## src/bbms_pkg.sv

```systemverilog
`default_nettype none

package bbms_pkg;

  localparam int COORD_W  = 12;
  localparam int FIELD_W  = 12;
  localparam int MAX_CAND = 256;
  localparam int CNT_W    = $clog2(MAX_CAND);
  localparam int INDEX_W  = 8;
  localparam int COST_W   = 19;
  localparam int AREA_W   = 25;

  localparam logic [COST_W-1:0] COST_MAX     = '1;
  localparam logic [COST_W-1:0] MAX_COST_RST = COST_W'(1600);

  // sum of two squares, then scaled by 256 for Q4
  localparam int SQ_W   = 2 * COORD_W + 1;
  localparam int RAD_W  = SQ_W + 8;
  localparam int ROOT_W = (RAD_W + 1) / 2;
  localparam int RADP_W = 2 * ROOT_W;
  localparam int REM_W  = ROOT_W + 1;
  localparam int STEP_W = $clog2(ROOT_W);
  localparam int SUM_W  = ROOT_W + 1;
  localparam int CMP_W  = (SUM_W > COST_W) ? SUM_W : COST_W;

  localparam int IN_DATA_W  = 128;
  localparam int OUT_DATA_W = 56;

  // input tdata offsets
  localparam int OFS_RTOP  = 0;
  localparam int OFS_RLEFT = 12;
  localparam int OFS_RBOT  = 24;
  localparam int OFS_RRGT  = 36;
  localparam int OFS_CTOP  = 48;
  localparam int OFS_CLEFT = 60;
  localparam int OFS_CBOT  = 72;
  localparam int OFS_CRGT  = 84;
  localparam int OFS_AREA  = 96;

  // output tdata offsets
  localparam int OFS_BINDEX = 0;
  localparam int OFS_BCOST  = 8;
  localparam int OFS_BAREA  = 27;

  typedef struct packed {
    logic              fire;
    logic              valid;
    logic              last;
    logic [COST_W-1:0] cost;
    logic [AREA_W-1:0] area;
  } eval_t;

  function automatic logic [COORD_W-1:0] coord_mask(input logic [FIELD_W-1:0] v);
    return COORD_W'(v);
  endfunction

endpackage

`default_nettype wire

```

## src/bbms_isqrt.sv

```systemverilog
`default_nettype none

// truncating square root, one result bit per cycle
module bbms_isqrt (
  input  wire logic                       clk,
  input  wire logic                       rst,
  input  wire logic                       start,
  input  wire logic [bbms_pkg::RADP_W-1:0] radicand,
  output logic                            done,
  output logic [bbms_pkg::ROOT_W-1:0]     root
);

  logic                          busy;
  logic [bbms_pkg::STEP_W-1:0]   cnt;
  logic [bbms_pkg::RADP_W-1:0]   rad;
  logic [bbms_pkg::REM_W-1:0]    rem;
  logic [bbms_pkg::ROOT_W+2:0]   rem_sh;
  logic [bbms_pkg::ROOT_W+2:0]   trial;
  logic [bbms_pkg::ROOT_W+2:0]   diff;
  logic                          ge;

  always_comb begin
    rem_sh = {rem, rad[bbms_pkg::RADP_W-1 -: 2]};
    trial  = {1'b0, root, 2'b01};
    ge     = rem_sh >= trial;
    diff   = rem_sh - trial;
  end

  always_ff @(posedge clk) begin
    if (rst) begin
      busy <= 1'b0;
      done <= 1'b0;
    end else begin
      done <= busy && (cnt == '0);
      if (start) begin
        busy <= 1'b1;
      end else if (cnt == '0) begin
        busy <= 1'b0;
      end
    end
  end

  always_ff @(posedge clk) begin
    if (start) begin
      rad  <= radicand;
      rem  <= '0;
      root <= '0;
      cnt  <= bbms_pkg::STEP_W'(bbms_pkg::ROOT_W - 1);
    end else if (busy) begin
      rad  <= {rad[bbms_pkg::RADP_W-3:0], 2'b00};
      rem  <= ge ? diff[bbms_pkg::REM_W-1:0] : rem_sh[bbms_pkg::REM_W-1:0];
      root <= {root[bbms_pkg::ROOT_W-2:0], ge};
      cnt  <= cnt - 1'b1;
    end
  end

endmodule

`default_nettype wire

```

## src/bbms_select.sv

```systemverilog
`default_nettype none

// run state, keep/replace decision and result register
module bbms_select (
  input  wire logic                          clk,
  input  wire logic                          rst,
  input  wire bbms_pkg::eval_t               eval,
  input  wire logic [bbms_pkg::COST_W-1:0]   max_cost,
  input  wire logic                          out_ready,
  output logic                               out_valid,
  output logic [bbms_pkg::OUT_DATA_W-1:0]    out_data,
  output logic                               out_found
);

  logic                          have_best;
  logic [bbms_pkg::COST_W-1:0]   held_cost;
  logic [bbms_pkg::AREA_W-1:0]   held_area;
  logic [bbms_pkg::CNT_W-1:0]    held_index;
  logic [bbms_pkg::CNT_W-1:0]    cand_count;

  logic                          take;
  logic                          have_next;
  logic [bbms_pkg::COST_W-1:0]   cost_next;
  logic [bbms_pkg::AREA_W-1:0]   area_next;
  logic [bbms_pkg::CNT_W-1:0]    index_next;
  logic [bbms_pkg::OUT_DATA_W-1:0] out_data_next;

  always_comb begin
    take = eval.valid && (!have_best ||
           (eval.cost < max_cost && eval.cost < held_cost && eval.area > held_area));
    have_next  = have_best || take;
    cost_next  = take ? eval.cost  : held_cost;
    area_next  = take ? eval.area  : held_area;
    index_next = take ? cand_count : held_index;
  end

  // zeros when nothing was found, since the held fields stay cleared then
  always_comb begin
    out_data_next = '0;
    out_data_next[bbms_pkg::OFS_BINDEX +: bbms_pkg::INDEX_W] = bbms_pkg::INDEX_W'(index_next);
    out_data_next[bbms_pkg::OFS_BCOST  +: bbms_pkg::COST_W]  = cost_next;
    out_data_next[bbms_pkg::OFS_BAREA  +: bbms_pkg::AREA_W]  = area_next;
  end

  always_ff @(posedge clk) begin
    if (rst) begin
      have_best  <= 1'b0;
      held_cost  <= '0;
      held_area  <= '0;
      held_index <= '0;
      cand_count <= '0;
      out_valid  <= 1'b0;
    end else begin
      if (eval.fire && eval.last) begin
        out_valid <= 1'b1;
      end else if (out_ready) begin
        out_valid <= 1'b0;
      end
      if (eval.fire) begin
        if (eval.last) begin
          have_best  <= 1'b0;
          held_cost  <= '0;
          held_area  <= '0;
          held_index <= '0;
          cand_count <= '0;
        end else begin
          have_best  <= have_next;
          held_cost  <= cost_next;
          held_area  <= area_next;
          held_index <= index_next;
          if (cand_count < bbms_pkg::CNT_W'(bbms_pkg::MAX_CAND - 1)) begin
            cand_count <= cand_count + 1'b1;
          end
        end
      end
    end
  end

  always_ff @(posedge clk) begin
    if (eval.fire && eval.last) begin
      out_data  <= out_data_next;
      out_found <= have_next;
    end
  end

endmodule

`default_nettype wire

```

## src/best_box_match_select_top.sv

```systemverilog
// channel   dir  tdata fields (low bit up)                          tuser       tlast
// s_axis    in   region top/left/bottom/right, cand top/left/        cand_valid  last_cand
//                bottom/right (12b each), cand_area (25b), pad to 128
// m_axis    out  best_index (8b), best_cost (19b), best_area (25b)   found       -
//                pad to 56
// cfg       in   cfg_wdata = max_cost (19b), written when cfg_we
//
// Candidates are taken one at a time: the shared 12x12 squarer handles the four coordinate
// pairs, then two square roots run on the shared bit-serial root unit (one root bit a cycle),
// then the decision state and the return to idle. s_axis_tready is high only in idle.
// A result waits in the output register; the next run's last candidate holds in the
// decision cycle until that register is free. rst is synchronous, active high.
`default_nettype none

module best_box_match_select_top (
  input  wire logic                               clk,
  input  wire logic                               rst,
  input  wire logic                               s_axis_tvalid,
  output logic                                    s_axis_tready,
  // region_top, region_left, region_bottom, region_right, cand_top, cand_left,
  // cand_bottom, cand_right, cand_area
  input  wire logic [bbms_pkg::IN_DATA_W-1:0]     s_axis_tdata,
  // cand_valid
  input  wire logic                               s_axis_tuser,
  input  wire logic                               s_axis_tlast,
  output logic                                    m_axis_tvalid,
  input  wire logic                               m_axis_tready,
  // best_index, best_cost, best_area
  output logic [bbms_pkg::OUT_DATA_W-1:0]         m_axis_tdata,
  // found
  output logic                                    m_axis_tuser,
  input  wire logic                               cfg_we,
  input  wire logic [bbms_pkg::COST_W-1:0]        cfg_wdata
);

  typedef enum logic [4:0] {
    ST_IDLE   = 5'b00001,
    ST_MUL    = 5'b00010,
    ST_LAUNCH = 5'b00100,
    ST_ROOT   = 5'b01000,
    ST_DECIDE = 5'b10000
  } state_t;

  state_t state;
  state_t state_next;

  logic [bbms_pkg::COST_W-1:0]  max_cost;

  logic [bbms_pkg::FIELD_W-1:0] r_top, r_left, r_bot, r_rgt;
  logic [bbms_pkg::FIELD_W-1:0] c_top, c_left, c_bot, c_rgt;
  logic [bbms_pkg::AREA_W-1:0]  c_area;
  logic                         c_valid;
  logic                         c_last;

  logic [1:0]                   mul_step;
  logic                         root_sel;
  logic [bbms_pkg::SQ_W-1:0]    sum_a;
  logic [bbms_pkg::SQ_W-1:0]    sum_b;
  logic [bbms_pkg::SUM_W-1:0]   cost_sum;

  logic [bbms_pkg::COORD_W-1:0]   op_a, op_b, adiff;
  logic [2*bbms_pkg::COORD_W-1:0] sq;
  logic [bbms_pkg::RADP_W-1:0]    radicand;
  logic                           root_start;
  logic                           root_done;
  logic [bbms_pkg::ROOT_W-1:0]    root;
  logic [bbms_pkg::CMP_W-1:0]     cost_wide;
  logic                           accept;
  logic                           out_free;
  bbms_pkg::eval_t                eval;

  assign accept        = s_axis_tvalid && s_axis_tready;
  assign s_axis_tready = (state == ST_IDLE);
  assign out_free      = !m_axis_tvalid || m_axis_tready;
  assign root_start    = (state == ST_LAUNCH);

  always_ff @(posedge clk) begin
    if (rst) begin
      max_cost <= bbms_pkg::MAX_COST_RST;
    end else if (cfg_we) begin
      max_cost <= cfg_wdata;
    end
  end

  always_ff @(posedge clk) begin
    if (accept) begin
      r_top   <= s_axis_tdata[bbms_pkg::OFS_RTOP  +: bbms_pkg::FIELD_W];
      r_left  <= s_axis_tdata[bbms_pkg::OFS_RLEFT +: bbms_pkg::FIELD_W];
      r_bot   <= s_axis_tdata[bbms_pkg::OFS_RBOT  +: bbms_pkg::FIELD_W];
      r_rgt   <= s_axis_tdata[bbms_pkg::OFS_RRGT  +: bbms_pkg::FIELD_W];
      c_top   <= s_axis_tdata[bbms_pkg::OFS_CTOP  +: bbms_pkg::FIELD_W];
      c_left  <= s_axis_tdata[bbms_pkg::OFS_CLEFT +: bbms_pkg::FIELD_W];
      c_bot   <= s_axis_tdata[bbms_pkg::OFS_CBOT  +: bbms_pkg::FIELD_W];
      c_rgt   <= s_axis_tdata[bbms_pkg::OFS_CRGT  +: bbms_pkg::FIELD_W];
      c_area  <= s_axis_tdata[bbms_pkg::OFS_AREA  +: bbms_pkg::AREA_W];
      c_valid <= s_axis_tuser;
      c_last  <= s_axis_tlast;
    end
  end

  // shared abs-diff and squarer, one coordinate pair per step
  always_comb begin
    unique case (mul_step)
      2'd0: begin
        op_a = bbms_pkg::coord_mask(c_top);
        op_b = bbms_pkg::coord_mask(r_top);
      end
      2'd1: begin
        op_a = bbms_pkg::coord_mask(c_left);
        op_b = bbms_pkg::coord_mask(r_left);
      end
      2'd2: begin
        op_a = bbms_pkg::coord_mask(c_bot);
        op_b = bbms_pkg::coord_mask(r_bot);
      end
      2'd3: begin
        op_a = bbms_pkg::coord_mask(c_rgt);
        op_b = bbms_pkg::coord_mask(r_rgt);
      end
      default: begin
        op_a = '0;
        op_b = '0;
      end
    endcase
    adiff = (op_a > op_b) ? (op_a - op_b) : (op_b - op_a);
    sq    = adiff * adiff;
  end

  always_comb begin
    radicand = bbms_pkg::RADP_W'({(root_sel ? sum_b : sum_a), 8'h00});
  end

  bbms_isqrt u_isqrt (
    .clk      (clk),
    .rst      (rst),
    .start    (root_start),
    .radicand (radicand),
    .done     (root_done),
    .root     (root)
  );

  always_comb begin
    state_next = state;
    unique case (state)
      ST_IDLE:   if (accept) state_next = ST_MUL;
      ST_MUL:    if (mul_step == 2'd3) state_next = ST_LAUNCH;
      ST_LAUNCH: state_next = ST_ROOT;
      ST_ROOT: begin
        if (root_done) state_next = root_sel ? ST_DECIDE : ST_LAUNCH;
      end
      ST_DECIDE: if (!c_last || out_free) state_next = ST_IDLE;
      default:   state_next = ST_IDLE;
    endcase
  end

  always_ff @(posedge clk) begin
    if (rst) begin
      state    <= ST_IDLE;
      mul_step <= 2'd0;
      root_sel <= 1'b0;
    end else begin
      state <= state_next;
      if (state == ST_MUL) begin
        mul_step <= mul_step + 2'd1;
      end
      if (accept) begin
        root_sel <= 1'b0;
      end else if (state == ST_ROOT && root_done) begin
        root_sel <= 1'b1;
      end
    end
  end

  always_ff @(posedge clk) begin
    if (accept) begin
      cost_sum <= '0;
    end else if (state == ST_ROOT && root_done) begin
      cost_sum <= cost_sum + bbms_pkg::SUM_W'(root);
    end
    if (state == ST_MUL) begin
      unique case (mul_step)
        2'd0:    sum_a <= bbms_pkg::SQ_W'(sq);
        2'd1:    sum_a <= sum_a + bbms_pkg::SQ_W'(sq);
        2'd2:    sum_b <= bbms_pkg::SQ_W'(sq);
        2'd3:    sum_b <= sum_b + bbms_pkg::SQ_W'(sq);
        default: sum_a <= sum_a;
      endcase
    end
  end

  always_comb begin
    cost_wide  = bbms_pkg::CMP_W'(cost_sum);
    eval.fire  = (state == ST_DECIDE) && (!c_last || out_free);
    eval.valid = c_valid;
    eval.last  = c_last;
    eval.area  = c_area;
    eval.cost  = (cost_wide > bbms_pkg::CMP_W'(bbms_pkg::COST_MAX)) ?
                 bbms_pkg::COST_MAX : cost_wide[bbms_pkg::COST_W-1:0];
  end

  bbms_select u_select (
    .clk       (clk),
    .rst       (rst),
    .eval      (eval),
    .max_cost  (max_cost),
    .out_ready (m_axis_tready),
    .out_valid (m_axis_tvalid),
    .out_data  (m_axis_tdata),
    .out_found (m_axis_tuser)
  );

endmodule

`default_nettype wire

```

## config.mk

```make
export PLATFORM = sky130hd
export DESIGN_NAME = best_box_match_select_top
export DESIGN_NICKNAME = d
export VERILOG_FILES = /design/src/bbms_pkg.sv /design/src/bbms_isqrt.sv /design/src/bbms_select.sv /design/src/best_box_match_select_top.sv
export SDC_FILE = /design/constraint.sdc
export NUM_CORES = 1
export LEC_CHECK = 0
export ABC_CLOCK_PERIOD_IN_PS = 26300
export BUFFER_PORTS_ARGS = -buffer_cell sky130_fd_sc_hd__buf_2
export CAP_MARGIN = 10
export CELL_PAD_IN_SITES_DETAIL_PLACEMENT = 1
export CELL_PAD_IN_SITES_GLOBAL_PLACEMENT = 1
export CORE_AREA = 8 8 248 250
export CTS_CLUSTER_SIZE = 25
export DETAILED_ROUTE_END_ITERATION = 12
export DIE_AREA = 0 0 256 258
export PLACE_DENSITY = 0.87
export SYNTH_ARGS = -nofsm -noshare
export SYNTH_HDL_FRONTEND = slang
export SYNTH_SLANG_ARGS = --single-unit
```

## constraint.sdc

```tcl
create_clock -name clk -period 26.3 [get_ports clk]
set_input_delay 1.315 -clock clk [delete_from_list [all_inputs] [get_ports clk]]
set_output_delay 1.315 -clock clk [all_outputs]
set_load 0.01 [all_outputs]
```

Yosys cells after proc, flatten, opt, wreduce, memory -nomap -nowiden
Index checks and enable logic that the tools add are counted.
Storage, ports and cells
  bits in writable memories: 0
  input bits: 154
  output and inout port bits: 59
  memory bits (read-only): 0
  latch bits: 0
  logic and storage cells: 117
  register bits: 401
  memories kept: 0
Cells by class
  reduce and logical (&&, ||, !) cells: 28
  $add $sub $neg: 9
  multiply operators: 1
  bitwise logic cells: 0
  muxes and demuxes: 28
  $lt $le $gt $ge: 6
  shift-type cells: 0
  equality and inequality tests: 12
  divide/modulo/power cells: 0
Operators with widths (number)
  25-bit one-hot mux with 2 select lines: 2
  12-bit one-hot mux with 4 select lines: 2
  25-bit 2-to-1 mux: 3
  33-bit 2-to-1 mux: 2
  25-bit by 24-bit adder with 25-bit output: 2
  18-bit by 19-bit less-than comparator with 1-bit output: 2
  19-bit 2-to-1 mux: 2
  8-bit 2-to-1 mux: 4
  25-bit greater-than comparator: 1
  5-bit 2-to-1 mux: 5
  5-bit one-hot mux with 5 select lines: 1
  12-bit by 12-bit multiplier with 24-bit output: 1
  12-bit subtractor: 2
  20-bit by 19-bit greater-or-equal comparator with 1-bit output: 1
  18-bit by 17-bit adder with 18-bit output: 1
  18-bit 2-to-1 mux: 1
  18-bit subtractor: 1
  12-bit greater-than comparator: 1
  12-bit 2-to-1 mux: 1
  2-bit nonzero test: 6
  8-bit by 1-bit adder with 8-bit output, second input constant: 1
  1-bit logical AND: 8
  8-bit less-than comparator, second input constant: 1
  2-bit AND reduction: 3
  other kinds (18): 30

Depth between registers and ports, before layout
  word-level depth: 7
  gate-level depth with buffers: 47
  depth with buffers taken out: 44

Modules after synthesis
A second synthesis with hierarchy kept.
Second synthesis, totals
  cells, all modules: 2662
  area, all modules: 27291.2 um^2
Modules (own cells, without submodules)
  best_box_match_select_top: seq. area each 6095.8 um^2, area each 16397.0 um^2, instances 1, cells an instance 1590
  bbms_select: seq. area each 2832.7 um^2, area each 6729.0 um^2, instances 1, cells an instance 687
  bbms_isqrt: seq. area each 1861.8 um^2, area each 4165.2 um^2, instances 1, cells an instance 385

Least setup slack after synthesis
OpenSTA, ideal clock, no wires.
  kind: flip-flop to flip-flop
  start point: register mul_step[0]
  end point: register sum_b[23] (netlist name), data pin
  arrival: 9.485 ns
  data required time: 26.036 ns
  setup time: 0.264 ns
  clock period less this slack: 9.748 ns
  buffers on the path: 3
  stages on the path, launching flop included: 41
  path slack: 16.552 ns
  cells stage by stage: dfxtp_1 -> inv_1 -> ha_1 -> inv_2 -> buf_1 -> mux2_2 -> ha_1 -> buf_4 -> nand4_1 -> o31ai_2 -> nor2_8 -> mux2_4 -> a311oi_2 -> xor2_1 -> buf_4 -> or2_2 -> fa_1 -> inv_1 -> [... 5 more ...] -> inv_1 -> ha_1 -> a21oi_1 -> o21ai_1 -> a2111oi_0 -> nor2_1 -> a31o_2 -> xnor2_1 -> inv_1 -> ha_1 -> a21o_1 -> a21o_1 -> nor3_1 -> a21oi_1 -> nand4_1 -> and4_1 -> o31ai_1 -> o21ai_1
Between the ends
  word-level cells in the longest chain between the ends: 7
  elaborated cells on any way between the ends: 13
  those cells by class: add/sub: 3; mul: 1; order compare: 1; eq/ne: 3; mux: 4; reduce/logical: 1
Ends and longest elaborated chain
  start, declared: RTL line best_box_match_select_top.sv:55  | logic [1:0] mul_step;
  start signal, assigned: RTL line best_box_match_select_top.sv:164  | mul_step <= mul_step + 2'd1;
  2-bit == test, or another cell as far along: RTL line best_box_match_select_top.sv:103, best_box_match_select_top.sv:181
  12-bit one-hot mux with 4 select lines: RTL line best_box_match_select_top.sv:103  | unique case (mul_step)
  12-bit subtractor / 12-bit greater-than comparator (equally long branches): RTL line best_box_match_select_top.sv:125  | adiff = (op_a > op_b) ? (op_a - op_b) : (op_b - op_a);
  12-bit 2-to-1 mux: RTL line best_box_match_select_top.sv:125
  12-bit by 12-bit multiplier with 24-bit output: RTL line best_box_match_select_top.sv:126  | sq = adiff * adiff;
  25-bit by 24-bit adder with 25-bit output: RTL line best_box_match_select_top.sv:185  | 2'd3: sum_b <= sum_b + bbms_pkg::SQ_W'(sq);
  25-bit one-hot mux with 2 select lines (*): RTL line best_box_match_select_top.sv:181  | unique case (mul_step)
  end signal, assigned: RTL line best_box_match_select_top.sv:184  | 2'd2: sum_b <= bbms_pkg::SQ_W'(sq);
  end signal, assigned: RTL line best_box_match_select_top.sv:185
  end, declared: RTL line best_box_match_select_top.sv:58  | logic [bbms_pkg::SQ_W-1:0] sum_b;
Mark *: on every way between the ends. The rest lies on a longest branch, timed or not.
A chain may end at the register's enable or synchronous reset.

Worst setup path after layout
  start point: register mul_step[1]
  end point: register sum_a[23] (netlist name), data pin
Between the ends
  word-level cells in the longest chain between the ends: 7
  elaborated cells on any way between the ends: 13
  those cells by class: add/sub: 3; mul: 1; order compare: 1; eq/ne: 3; mux: 4; reduce/logical: 1
Ends and longest elaborated chain
  2-bit == test, or another cell as far along: RTL line best_box_match_select_top.sv:103
  12-bit one-hot mux with 4 select lines: RTL line best_box_match_select_top.sv:103
  12-bit subtractor / 12-bit greater-than comparator (equally long branches): RTL line best_box_match_select_top.sv:125
  12-bit 2-to-1 mux: RTL line best_box_match_select_top.sv:125
  12-bit by 12-bit multiplier with 24-bit output: RTL line best_box_match_select_top.sv:126
  25-bit by 24-bit adder with 25-bit output: RTL line best_box_match_select_top.sv:183  | 2'd1: sum_a <= sum_a + bbms_pkg::SQ_W'(sq);
  25-bit one-hot mux with 2 select lines (*): RTL line best_box_match_select_top.sv:181
  end signal, assigned: RTL line best_box_match_select_top.sv:182  | 2'd0: sum_a <= bbms_pkg::SQ_W'(sq);
  end signal, assigned: RTL line best_box_match_select_top.sv:183
  end signal, assigned: RTL line best_box_match_select_top.sv:186  | default: sum_a <= sum_a;
  end, declared: RTL line best_box_match_select_top.sv:57  | logic [bbms_pkg::SQ_W-1:0] sum_a;
Marked as above.

==> impl_metrics.toml <==
[cts]
clock_sinks = 401
clkLatencyLatePin_ns = 0.62
cts_buffers = 44
tritoncts = "built"
clk_pin_slew_ns = 0.07
clk_path_buf_depth = 3
htreeDepth = 2
holdBufCountCts = 0
ctsRootBufferMaster = "clkbuf_16"
cts-resized-gates = 0
cts_setup_buffers = 0

[synth]
ys_warn_count = 0
yosys.area.top_type = "edfxtp_1"
synth_edf_count = 251
synthFlopType = "edfxtp_1"
netlist_area_mm2 = 0.02553
synthTopCellsByCount = "inv_1, edfxtp_1, ha_1, nand2_1, nor2_1"
avgSynthCellArea_um2 = 10.14
ys_ff_latch = 401
ys_seq_area_share_pct = 41.29
netlist_top_cells_area = "edfxtp_1, dfxtp_1, ha_1"
synth_cells = 2518
async_flop_share_pct = 0
synth_top_area_share_pct = 29.52
synth.distinct_cells = 94
yosysMostFrequentCell = "inv_1"

[critical_path]
cpMostUsedCell = "fa_1"
cp.arrival_ns = 12.39
cp.required_ns = 26.73
rrSetupSlack_ns = 14.34
cp-end-kind = "flip-flop"
worstSetupPathType = "flip-flop to flip-flop"
cp_slowest_cell = "xnor2_1"
r2r_end = "sum_a[23]"
worst_path_largest_cell_delay_ns = 0.71
critPathLaunch = "mul_step[1]"
worstPathMaxFanout = 53
critPathLaunchType = "flip-flop"
worst_r2r_path_depth = 38
r2r-start = "mul_step[1]"

[drt]
via_count = 20120
first_pass_iters = 5
drt_iter0_markers = 1307
wl_per_cell_um = 21.74
drc = 0
antenna_left = 0
viasPerCell = 5.743
totalWireLength_mm = 76.17

[layout]
fill_cells = 6364
layout-drive-gt1-share_pct = 14.22
stdcell_count = 3503
syn_to_final_growth_pct = 12.31
nets = 3163

[sta]
min_period_over_period_pct = 45.47
finalClockSkew_ns = 0.04172
final.setup.tns_ns = 0
tightest_slew_ns = 1.189
hold_viol = 0
grt_setup_unrepaired = "false"
setup_viol = 0
fmax_mhz = 83.63
relSlewSlack_pct = 20.73
slew_viol_final = 0
period_needed_ns = 11.96

[place]
finalWeightedCongestion = 0.8590
dp.cells = 3413
io_buffers = 201
hpwl_mm = 54.35

[min_path]
hold_start = "u_select.held_cost[13]"
hp-class = "flip-flop to flip-flop"
hold_depth = 1
min_delay_worst_endpoint = "u_select.held_cost[13]"

[flow_run]
drv_cap = 0

[global_route]
grt-ovfl-total = 0
grt_pass1_vias = 22160
grtUsageTotal_pct = 22.30
grt_max_degree = 95
grt_pass1_wl_mm = 120.8
antenna_found_initial = 9

[die]
die_h_um = 258
row_count = 88
core_area_mm2 = 0.05737
num_io_pins = 213
start_util_pct = 44.50
dieArea_mm2 = 0.06605
fp.dieW_um = 256

[run_status]
run_status = "completed"
==> stage by stage <==
step	util, %	hold WS (ns)	setup slack [ns]	cell area [um^2]
after CTS	49.94	0.4790	14.49	28650
after floorplan	-	0.4383	16.55	25540
final	49.98	0.4754	14.34	28670
after global placement	47.51	0.4520	15.05	27250
after detailed placement	47.51	0.4541	14.66	27250
after global routing	49.98	0.4857	13.61	28670
==> cells in the final DEF, fill, tap and decap left out, types with 30 or more instances in the layout <==
cell type  instances
ha_1             228
fa_1              85
a22o_1            53
mux2_2            42
xnor2_1           56
nor2_1           191
xor2_1            42
buf_2            201
mux2i_1           89
dfxtp_1          149
nand3_1           30
a21o_1            62
nand2_1          230
o21ai_0          150
clkbuf_16         44
a21oi_1          132
edfxtp_1         251
inv_1            264
==> metal layers <==
metal  track usage [%]  part of all wire [%]
met4             9.844                   4.2
met5                 0                     0
met2             41.32                    53
met1             25.33                    39
met3             3.189                   3.9
==> area by class of cell <==
class	instances	area, um^2	area share [%]
Inverter	274	1033	3.604
Clock inverter	26	222.7	0.7768
Timing Repair Buffer	222	1164	4.058
Sequential cell	401	10540	36.76
Antenna cell	9	22.52	0.07855
Clock buffer	55	1172	4.089
Tap cell	765	957.2	3.338
Multi-Input combinational cell	1751	13560	47.29
==> registers in the layout (all words and copies together) (netlist names), 17 cells and up <==
signal              count
cost_sum               18
u_isqrt.rem            18
sum_a                  25
c_area                 25
u_select.held_cost     19
sum_b                  25
u_isqrt.root           17
u_select.out_data      52
u_select.held_area     25
u_isqrt.rad            26
max_cost               19
==> kinds of logic (layout without fill, tap and decap cells) <==
kind of cell	Yosys count	count (layout)	synth area share [%]
compound gates	569	569	14.66
xor+xnor	100	100	3.489
flops	401	401	41.29
simple gates	630	630	11.38
mux	133	133	5.455
buf+inv	369	577	5.783
other cells	1	13	0.01469
fa+ha+maj	315	315	17.94
==> worst max-delay path by stage <==
stage | to | cells after the start | slack, ns
after floorplan | sum_b[23] | 40 | 16.55
after global placement | sum_a[23] | 39 | 15.05
after detailed placement | sum_b[24] | 38 | 14.66
after CTS | sum_b[24] | 40 | 14.49
after global routing | sum_a[23] | 34 | 13.61
final | sum_a[23] | 38 | 14.34
==> critical path, delay by kind of cell, from the launching register on <==
family          cells  cell delay (ns)
mux                 2             0.40
simple gates        8             1.54
xor+xnor            2             1.26
compound gates     11             2.80
buf+inv             5             1.15
fa+ha+maj          10             4.16
flops               1             0.40
Power is not shown: default switching activity piles up to over one toggle a cycle in this logic, so the estimate is an artifact.
